File: src/rtl/cdes_pkg.sv
// Shared constants and beat types for the centroid distance error sum unit.
// No dependencies; every other file imports this package.
package cdes_pkg;

  localparam int MAX_DIM     = 128;
  localparam int CIDX_W      = (MAX_DIM > 1) ? $clog2(MAX_DIM) : 1;
  localparam int IDX_W       = 7;
  localparam int COORD_W     = 16;
  localparam int PROD_W      = 2 * COORD_W;
  localparam int MUL_CNT_W   = $clog2(COORD_W);
  localparam int SQ_W        = 40;
  localparam int FRAC_SHIFT  = 16;
  localparam int RAD_W       = SQ_W + FRAC_SHIFT;
  localparam int DIST_W      = RAD_W / 2;
  localparam int SQRT_STEPS  = RAD_W / 2;
  localparam int SQRT_CNT_W  = $clog2(SQRT_STEPS);
  localparam int REM_W       = DIST_W + 3;
  localparam int TOT_W       = 48;

  localparam logic CMD_LOAD  = 1'b0;
  localparam logic CMD_POINT = 1'b1;

  typedef struct packed {
    logic               cmd;
    logic [IDX_W-1:0]   coord_index;
    logic [COORD_W-1:0] coord_value;
    logic               last_coord;
    logic               first_point;
    logic               last_point;
  } in_beat_t;

  typedef struct packed {
    logic [DIST_W-1:0] point_distance;
    logic [TOT_W-1:0]  total_error;
    logic              range_done;
  } out_beat_t;

endpackage

File: src/rtl/cdes_centroid_ram.sv
// Centroid coordinate store: one write port, one registered read port.
// Depends on cdes_pkg for depth and widths.
module cdes_centroid_ram import cdes_pkg::*; (
  input  logic               clk,
  input  logic               wr_en,
  input  logic [CIDX_W-1:0]  wr_addr,
  input  logic [COORD_W-1:0] wr_data,
  input  logic               rd_en,
  input  logic [CIDX_W-1:0]  rd_addr,
  output logic [COORD_W-1:0] rd_data
);

  logic [COORD_W-1:0] mem [MAX_DIM];
  logic [COORD_W-1:0] rd_data_r;

  always_ff @(posedge clk) begin
    if (wr_en) begin
      mem[wr_addr] <= wr_data;
    end
    if (rd_en) begin
      rd_data_r <= mem[rd_addr];
    end
  end

  assign rd_data = rd_data_r;

endmodule

File: src/rtl/cdes_sq_mul.sv
// Bit-serial squarer: shift-add over one multiplier bit per cycle.
// Depends on cdes_pkg for widths.
module cdes_sq_mul import cdes_pkg::*; (
  input  logic               clk,
  input  logic               rst_n,
  input  logic               start,
  input  logic [COORD_W-1:0] operand,
  output logic               done,
  output logic [PROD_W-1:0]  product
);

  logic [COORD_W-1:0]   mcand_r;
  logic [PROD_W-1:0]    prod_r;
  logic [MUL_CNT_W-1:0] cnt_r;
  logic                 busy_r;
  logic                 done_r;
  logic [COORD_W:0]     psum;

  always_comb begin
    psum = {1'b0, prod_r[PROD_W-1:COORD_W]} + (prod_r[0] ? {1'b0, mcand_r} : '0);
  end

  always_ff @(posedge clk) begin
    if (!rst_n) begin
      busy_r <= 1'b0;
      done_r <= 1'b0;
      cnt_r  <= '0;
    end else begin
      done_r <= 1'b0;
      if (start) begin
        busy_r <= 1'b1;
        cnt_r  <= '0;
      end else if (busy_r) begin
        cnt_r <= cnt_r + 1'b1;
        if (cnt_r == MUL_CNT_W'(COORD_W - 1)) begin
          busy_r <= 1'b0;
          done_r <= 1'b1;
        end
      end
    end
    if (start) begin
      mcand_r <= operand;
      prod_r  <= {{COORD_W{1'b0}}, operand};
    end else if (busy_r) begin
      prod_r <= {psum, prod_r[COORD_W-1:1]};
    end
  end

  assign done    = done_r;
  assign product = prod_r;

endmodule

File: src/rtl/cdes_isqrt.sv
// Digit-serial integer square root: two radicand bits, one root bit per cycle.
// Depends on cdes_pkg for widths and step count.
module cdes_isqrt import cdes_pkg::*; (
  input  logic              clk,
  input  logic              rst_n,
  input  logic              start,
  input  logic [RAD_W-1:0]  radicand,
  output logic              done,
  output logic [DIST_W-1:0] root
);

  logic [RAD_W-1:0]      rad_r;
  logic [REM_W-1:0]      rem_r;
  logic [DIST_W-1:0]     root_r;
  logic [SQRT_CNT_W-1:0] cnt_r;
  logic                  busy_r;
  logic                  done_r;
  logic [REM_W-1:0]      rem_sh;
  logic [REM_W-1:0]      trial;
  logic                  ge;

  always_comb begin
    rem_sh = {rem_r[REM_W-3:0], rad_r[RAD_W-1:RAD_W-2]};
    trial  = REM_W'({root_r, 2'b01});
    ge     = (rem_sh >= trial);
  end

  always_ff @(posedge clk) begin
    if (!rst_n) begin
      busy_r <= 1'b0;
      done_r <= 1'b0;
      cnt_r  <= '0;
    end else begin
      done_r <= 1'b0;
      if (start) begin
        busy_r <= 1'b1;
        cnt_r  <= '0;
      end else if (busy_r) begin
        cnt_r <= cnt_r + 1'b1;
        if (cnt_r == SQRT_CNT_W'(SQRT_STEPS - 1)) begin
          busy_r <= 1'b0;
          done_r <= 1'b1;
        end
      end
    end
    if (start) begin
      rad_r  <= radicand;
      rem_r  <= '0;
      root_r <= '0;
    end else if (busy_r) begin
      rad_r  <= {rad_r[RAD_W-3:0], 2'b00};
      rem_r  <= ge ? (rem_sh - trial) : rem_sh;
      root_r <= {root_r[DIST_W-2:0], ge};
    end
  end

  assign done = done_r;
  assign root = root_r;

endmodule

File: src/rtl/centroid_distance_error_sum_unit.sv
// A centroid load is written straight to the centroid store; a point coordinate
// passes through the 16-step bit-serial squarer, and a point's last coordinate
// also runs the 28-step digit-serial square root. One item at a time.
// A result waits in the output register while the next item is taken.
// Reset clears control, square sum and total; the centroid store is not cleared.
module centroid_distance_error_sum_unit import cdes_pkg::*; (
  input  logic      clk,
  input  logic      rst_n,
  input  logic      in_valid,
  output logic      in_stall,
  input  in_beat_t  in_data,
  output logic      out_valid,
  input  logic      out_stall,
  output out_beat_t out_data
);

  typedef enum logic [2:0] {
    ST_IDLE,
    ST_READ,
    ST_MUL,
    ST_SQRT,
    ST_EMIT
  } state_t;

  state_t             state_r, state_nxt;
  in_beat_t           item_r, item_nxt;
  logic               idx_ok_r, idx_ok_nxt;
  logic [SQ_W-1:0]    sq_r, sq_nxt;
  logic [TOT_W-1:0]   total_r, total_nxt;
  logic               out_valid_r, out_valid_nxt;
  out_beat_t          out_data_r, out_data_nxt;

  logic               in_acc;
  logic               idx_in_range;
  logic               ram_wr_en;
  logic               ram_rd_en;
  logic [CIDX_W-1:0]  ram_addr;
  logic [COORD_W-1:0] ram_rd_data;
  logic [COORD_W-1:0] cen;
  logic [COORD_W-1:0] diff;
  logic               mul_start;
  logic               mul_done;
  logic [PROD_W-1:0]  mul_prod;
  logic [SQ_W:0]      sq_sum;
  logic [SQ_W-1:0]    sq_sat;
  logic               sqrt_start;
  logic               sqrt_done;
  logic [DIST_W-1:0]  dist_val;
  logic [TOT_W-1:0]   tot_base;
  logic [TOT_W:0]     tot_sum;
  logic               out_free;

  assign in_stall     = (state_r != ST_IDLE);
  assign in_acc       = in_valid && !in_stall;
  assign idx_in_range = (32'(in_data.coord_index) < MAX_DIM);
  assign ram_addr     = CIDX_W'(in_data.coord_index);
  assign ram_wr_en    = in_acc && (in_data.cmd == CMD_LOAD) && idx_in_range;
  assign ram_rd_en    = in_acc && (in_data.cmd == CMD_POINT);

  cdes_centroid_ram u_ram (
    .clk     (clk),
    .wr_en   (ram_wr_en),
    .wr_addr (ram_addr),
    .wr_data (in_data.coord_value),
    .rd_en   (ram_rd_en),
    .rd_addr (ram_addr),
    .rd_data (ram_rd_data)
  );

  assign cen       = idx_ok_r ? ram_rd_data : '0;
  assign diff      = (item_r.coord_value >= cen) ? (item_r.coord_value - cen)
                                                 : (cen - item_r.coord_value);
  assign mul_start = (state_r == ST_READ);

  cdes_sq_mul u_mul (
    .clk     (clk),
    .rst_n   (rst_n),
    .start   (mul_start),
    .operand (diff),
    .done    (mul_done),
    .product (mul_prod)
  );

  assign sq_sum     = {1'b0, sq_r} + (SQ_W + 1)'(mul_prod);
  assign sq_sat     = sq_sum[SQ_W] ? {SQ_W{1'b1}} : sq_sum[SQ_W-1:0];
  assign sqrt_start = (state_r == ST_MUL) && mul_done && item_r.last_coord;

  cdes_isqrt u_sqrt (
    .clk      (clk),
    .rst_n    (rst_n),
    .start    (sqrt_start),
    .radicand ({sq_sat, {FRAC_SHIFT{1'b0}}}),
    .done     (sqrt_done),
    .root     (dist_val)
  );

  assign tot_base = item_r.first_point ? '0 : total_r;
  assign tot_sum  = {1'b0, tot_base} + (TOT_W + 1)'(dist_val);
  assign out_free = !out_valid_r || !out_stall;

  always_comb begin
    state_nxt     = state_r;
    item_nxt      = item_r;
    idx_ok_nxt    = idx_ok_r;
    sq_nxt        = sq_r;
    total_nxt     = total_r;
    out_valid_nxt = out_valid_r && out_stall;
    out_data_nxt  = out_data_r;
    unique case (state_r)
      ST_IDLE: begin
        if (in_acc && (in_data.cmd == CMD_POINT)) begin
          item_nxt   = in_data;
          idx_ok_nxt = idx_in_range;
          state_nxt  = ST_READ;
        end
      end
      ST_READ: begin
        state_nxt = ST_MUL;
      end
      ST_MUL: begin
        if (mul_done) begin
          if (item_r.last_coord) begin
            sq_nxt    = '0;
            state_nxt = ST_SQRT;
          end else begin
            sq_nxt    = sq_sat;
            state_nxt = ST_IDLE;
          end
        end
      end
      ST_SQRT: begin
        if (sqrt_done) begin
          state_nxt = ST_EMIT;
        end
      end
      ST_EMIT: begin
        if (out_free) begin
          total_nxt                   = tot_sum[TOT_W] ? {TOT_W{1'b1}} : tot_sum[TOT_W-1:0];
          out_valid_nxt               = 1'b1;
          out_data_nxt.point_distance = dist_val;
          out_data_nxt.total_error    = total_nxt;
          out_data_nxt.range_done     = item_r.last_point;
          state_nxt                   = ST_IDLE;
        end
      end
      default: begin
        state_nxt = ST_IDLE;
      end
    endcase
  end

  always_ff @(posedge clk) begin
    if (!rst_n) begin
      state_r     <= ST_IDLE;
      sq_r        <= '0;
      total_r     <= '0;
      out_valid_r <= 1'b0;
    end else begin
      state_r     <= state_nxt;
      sq_r        <= sq_nxt;
      total_r     <= total_nxt;
      out_valid_r <= out_valid_nxt;
    end
    item_r     <= item_nxt;
    idx_ok_r   <= idx_ok_nxt;
    out_data_r <= out_data_nxt;
  end

  assign out_valid = out_valid_r;
  assign out_data  = out_data_r;

  a_sq_clear_in_sqrt: assert property (@(posedge clk) disable iff (!rst_n)
    (state_r == ST_SQRT) |-> (sq_r == '0))
    else $error("square sum not cleared during square root");

  a_mul_done_state: assert property (@(posedge clk) disable iff (!rst_n)
    mul_done |-> (state_r == ST_MUL))
    else $error("squarer finished outside multiply state");

  a_sqrt_done_state: assert property (@(posedge clk) disable iff (!rst_n)
    sqrt_done |-> (state_r == ST_SQRT))
    else $error("square root finished outside root state");

  a_out_rise_from_emit: assert property (@(posedge clk) disable iff (!rst_n)
    $rose(out_valid_r) |-> $past(state_r == ST_EMIT))
    else $error("result beat raised outside emit state");

endmodule

File: config.mk
export PLATFORM = sky130hd
export DESIGN_NAME = centroid_distance_error_sum_unit
export DESIGN_NICKNAME = d
export VERILOG_FILES = /design/src/rtl/cdes_pkg.sv /design/src/rtl/cdes_centroid_ram.sv /design/src/rtl/cdes_sq_mul.sv /design/src/rtl/cdes_isqrt.sv /design/src/rtl/centroid_distance_error_sum_unit.sv
export SDC_FILE = /design/constraint.sdc
export NUM_CORES = 2
export LEC_CHECK = 0
export BUFFER_PORTS_ARGS = -buffer_cell sky130_fd_sc_hd__buf_2
export CAP_MARGIN = 0
export CORE_MARGIN = 1.5
export CORE_UTILIZATION = 35
export CTS_BUF_LIST = sky130_fd_sc_hd__clkbuf_2
export DETAILED_ROUTE_END_ITERATION = 6
export REMOVE_ABC_BUFFERS = 1
export SLEW_MARGIN = 20
export SYNTH_ARGS = -nofsm -noshare
export SYNTH_HDL_FRONTEND = slang
export SYNTH_SLANG_ARGS = --single-unit
File: constraint.sdc
create_clock -name clk -period 4.36 [get_ports clk]
set_input_delay 0.436 -clock clk [delete_from_list [all_inputs] [get_ports clk]]
set_output_delay 0.436 -clock clk [all_outputs]
set_load 0.005 [all_outputs]
==> qor.csv <==
stage;metric;value;unit
drt;firstDrtPassIters;6;
synthesis;synthArstFlopShare;0;
die;io_pins;110;
clock_network;clockRootBuffer;clkbuf_2;
synthesis;synth_top_area_share;0.699;
layout;drive_above_1_share;0.206;
synthesis;ys.flop_type;edfxtp_1;
global_route;globalRouteOverflowTotal;0;
sta;setup_viol_count_final;0;
die;die_height;526;µm
worst_setup_path;crit_chain;dlygate4sd3_1 -> buf_2 -> dlygate4sd3_1 -> nor2b_1 -> dlygate4sd3_1 -> buf_4 -> nand2_1 -> buf_4 -> a31oi_1 -> or4_1 -> nor3_1 -> nand4_1;
outcome;status;finished, final reports clean;
synthesis;synth_edf_count;2232;
clock_network;post_cts_resized;0;
worst_setup_path;crit_top_cell;dlygate4sd3_1;
global_route;grt_pass1_vias;61400;
synthesis;syn_inst;6308;
synthesis;yosysWarnings;0;
drt;drc_errors;0;
sta;hold_viol;0;
power;vdd_drop_max;0.309;mV
synthesis;synth_cell_types;87;
placement;io_buffers;109;
worst_setup_path;start_kind;input pin;
clock_network;cts_tree;built;
layout;multi_input_area;23300;µm²
worst_hold_path;hp-class;in -> reg;
layout;final_nets;7288;
die;die_w;526;µm
clock_network;cts_buffers;597;
sta;worst_pin_slew;1240;ps
layout;layout_common_cells;2232 x edfxtp_1, 856 x clkbuf_2, 592 x a22oi_1;
layout;area_growth;14.3;%
placement;hpwl;178;mm
worst_setup_path;cp_num_buf_inv;6;
worst_setup_path;crit_type;in -> reg;
power;power_leakage;36.8;nW
clock_network;cts.clk_slew.worst_paths;110;ps
synthesis;yosys.area.top_type;edfxtp_1;
sta;finalHoldWorstSlack;167;ps
sta;slew_headroom;0.169;
die;start_util;0.353;
drt;vias;63600;
layout;n_fill_cell;25100;
global_route;grt_pass1_wl;426;mm
worst_setup_path;rr_endpoint;u_ram.rd_data[13];
worst_hold_path;hold_depth;4;
drt;routed_wirelength;298;mm
placement;place_congestion;0.918;
layout;fin_area;110000;µm²
worst_setup_path;cp_num_cells;12;
worst_hold_path;min_to;u_ram.mem[33][7];
run;maxCapViolations;0;
power;power_density;404;nW/µm²
sta;period_minus_slack;4240;ps
global_route;groute.usage.overall;0.207;
die;die_area;277000;µm²
sta;fmax;0.236;GHz
sta;skew;305;ps
die;rows;191;
worst_setup_path;crit_fanout;20;
sta;min_period_over_period;0.973;
worst_setup_path;end_kind;flop;
clock_network;cts.htree.levels;6;
sta;maxSlewViolCount;0;
worst_setup_path;crit_arrival;5540;ps
global_route;antenna_found_initial;18;
drt;drt.antenna.violating_nets;0;
worst_setup_path;slowest_stage;dlygate4sd3_1;
worst_setup_path;cp.required;5660;ps
drt;routed_via_density;5.72;
synthesis;yosys-top-cells-area;edfxtp_1 70%, a22oi_1 4.6%, dfxtp_1 3.7%;
clock_network;cts_buffer_depth;4;
layout;ff_latch_area;70600;µm²
global_route;grt_max_degree;140;
sta;rsz0062_at_grt;false;
worst_setup_path;r2r-start;u_ram.mem[44][13];
clock_network;clock-sinks;2410;
clock_network;insertion_delay;1860;ps
worst_setup_path;ff2ff_setup_slack;230;ps
sta;finalSetupTns;0;ps
drt;wl_per_cell;26.8;µm
placement;placed_area;103000;µm²
synthesis;synth.cell_area;95800;µm²
worst_hold_path;hp-start;in_data[10];
worst_setup_path;reg2reg_depth;10;
die;core;271000;µm²
synthesis;ys_ff_latch;2410;
layout;layout_commonest_cell;edfxtp_1;
worst_setup_path;slowest_delay;940;ps
synthesis;avgSynthCellArea;15.2;µm²
drt;drt_iter0_markers;7665;
worst_setup_path;crit_family;buffers and inverters;
synthesis;synth.yosys.seq_area_share;0.737;
==> stage by stage <==
stage	util	cells	setup slack, ps	total power, mW
global route	0.403	11100	141	46.0
finish	0.404	11100	120	44.3
floorplan	-	5904	-14280	28.0
global placement	0.380	10000	239	29.5
CTS	0.403	11100	220	44.5
detailed placement	0.380	10000	167	29.6
==> logic make-up (layout without fill, tap and decap cells) <==
logic type | after synthesis | after routing | synth area share
buf+inv | 513 | 1731 | 0.0216
flops | 2410 | 2410 | 0.737
compound gates | 1931 | 1931 | 0.146
xor+xnor | 122 | 122 | 0.0111
simple gates | 1086 | 1086 | 0.0541
other cells | 0 | 15 | 0
fa+ha+maj | 144 | 144 | 0.0192
mux | 102 | 102 | 0.0113
==> routing by layer <==
layer | wire [µm] | track usage | vias up
met3 | 29700 | 0.0446 | 592
met4 | 12100 | 0.0864 | 20
li1 | - | - | 27400
met1 | 119000 | 0.277 | 31900
met5 | 132 | 0 | -
met2 | 137000 | 0.325 | 3673
==> state kept, by name, summed over array words and instances, names as in the netlist, 19 cells and up <==
name and cells:
u_mul.product 32, total_r 48, u_sqrt.rem_r 29, u_sqrt.root 28
u_sqrt.rad_r 40, u_ram.mem 2048, out_data 77, item_r 19
sq_r 40
==> cell usage after synthesis, types with 16 or more instances <==
cell type	n
a22oi_1	592
a21oi_1	229
xor2_1	52
dfxtp_1	178
and2_1	37
o211ai_1	34
a211o_1	23
o21ai_0	149
o31ai_1	16
nand2b_1	21
edfxtp_1	2232
clkbuf_1	217
a221oi_1	209
xnor2_1	70
a311oi_1	33
nand3_1	63
a31oi_1	221
nor4_1	28
a22o_1	203
ha_1	139
nor2b_1	53
a21o_1	65
nor3_1	35
and3_1	31
nand2_1	259
mux2i_1	74
inv_1	107
mux2_2	25
buf_2	98
nand4_1	100
nor2_1	379
o21bai_1	18
a211oi_1	32
buf_1	86
==> power breakdown <==
part           switching, mW  total [mW]  internal, mW
logic                   2.41        3.67          1.26
clock network           9.14        15.0          5.90
registers              0.183        25.6          25.4
==> worst max path at each step <==
stage	start	to	slack (ps)
after CTS	u_ram.mem[44][13]	u_ram.rd_data[13]	220
after global placement	in_data[19]	u_ram.rd_data[6]	240
final	in_data[24]	u_ram.rd_data[6]	120
after detailed placement	in_data[19]	u_ram.rd_data[0]	170
after global routing	u_ram.mem[46][13]	u_ram.rd_data[13]	140
after floorplan	in_data[19]	u_ram.mem[0][0]	-14280
==> final cells by class <==
cell class                 count  share of cell area
inverter                     109             0.00376
clock inverter               156             0.00892
clock buffer                 856              0.0391
timing repair buffer         610              0.0501
sequential                  2410               0.644
multi-input combinational   3385               0.213
antenna                       15            0.000343
tap                         3570              0.0408
==> what timing repair did <==
item	CTS	global route
hold endpoints to repair	3775	0
hold buffers	84	0
buffers inserted	0	0
==> worst min-delay path, delay by kind of cell <==
family                 cells  cell delay [ps]
buffers and inverters      4             1420
Note: power is estimated with default switching activity, not from simulation.
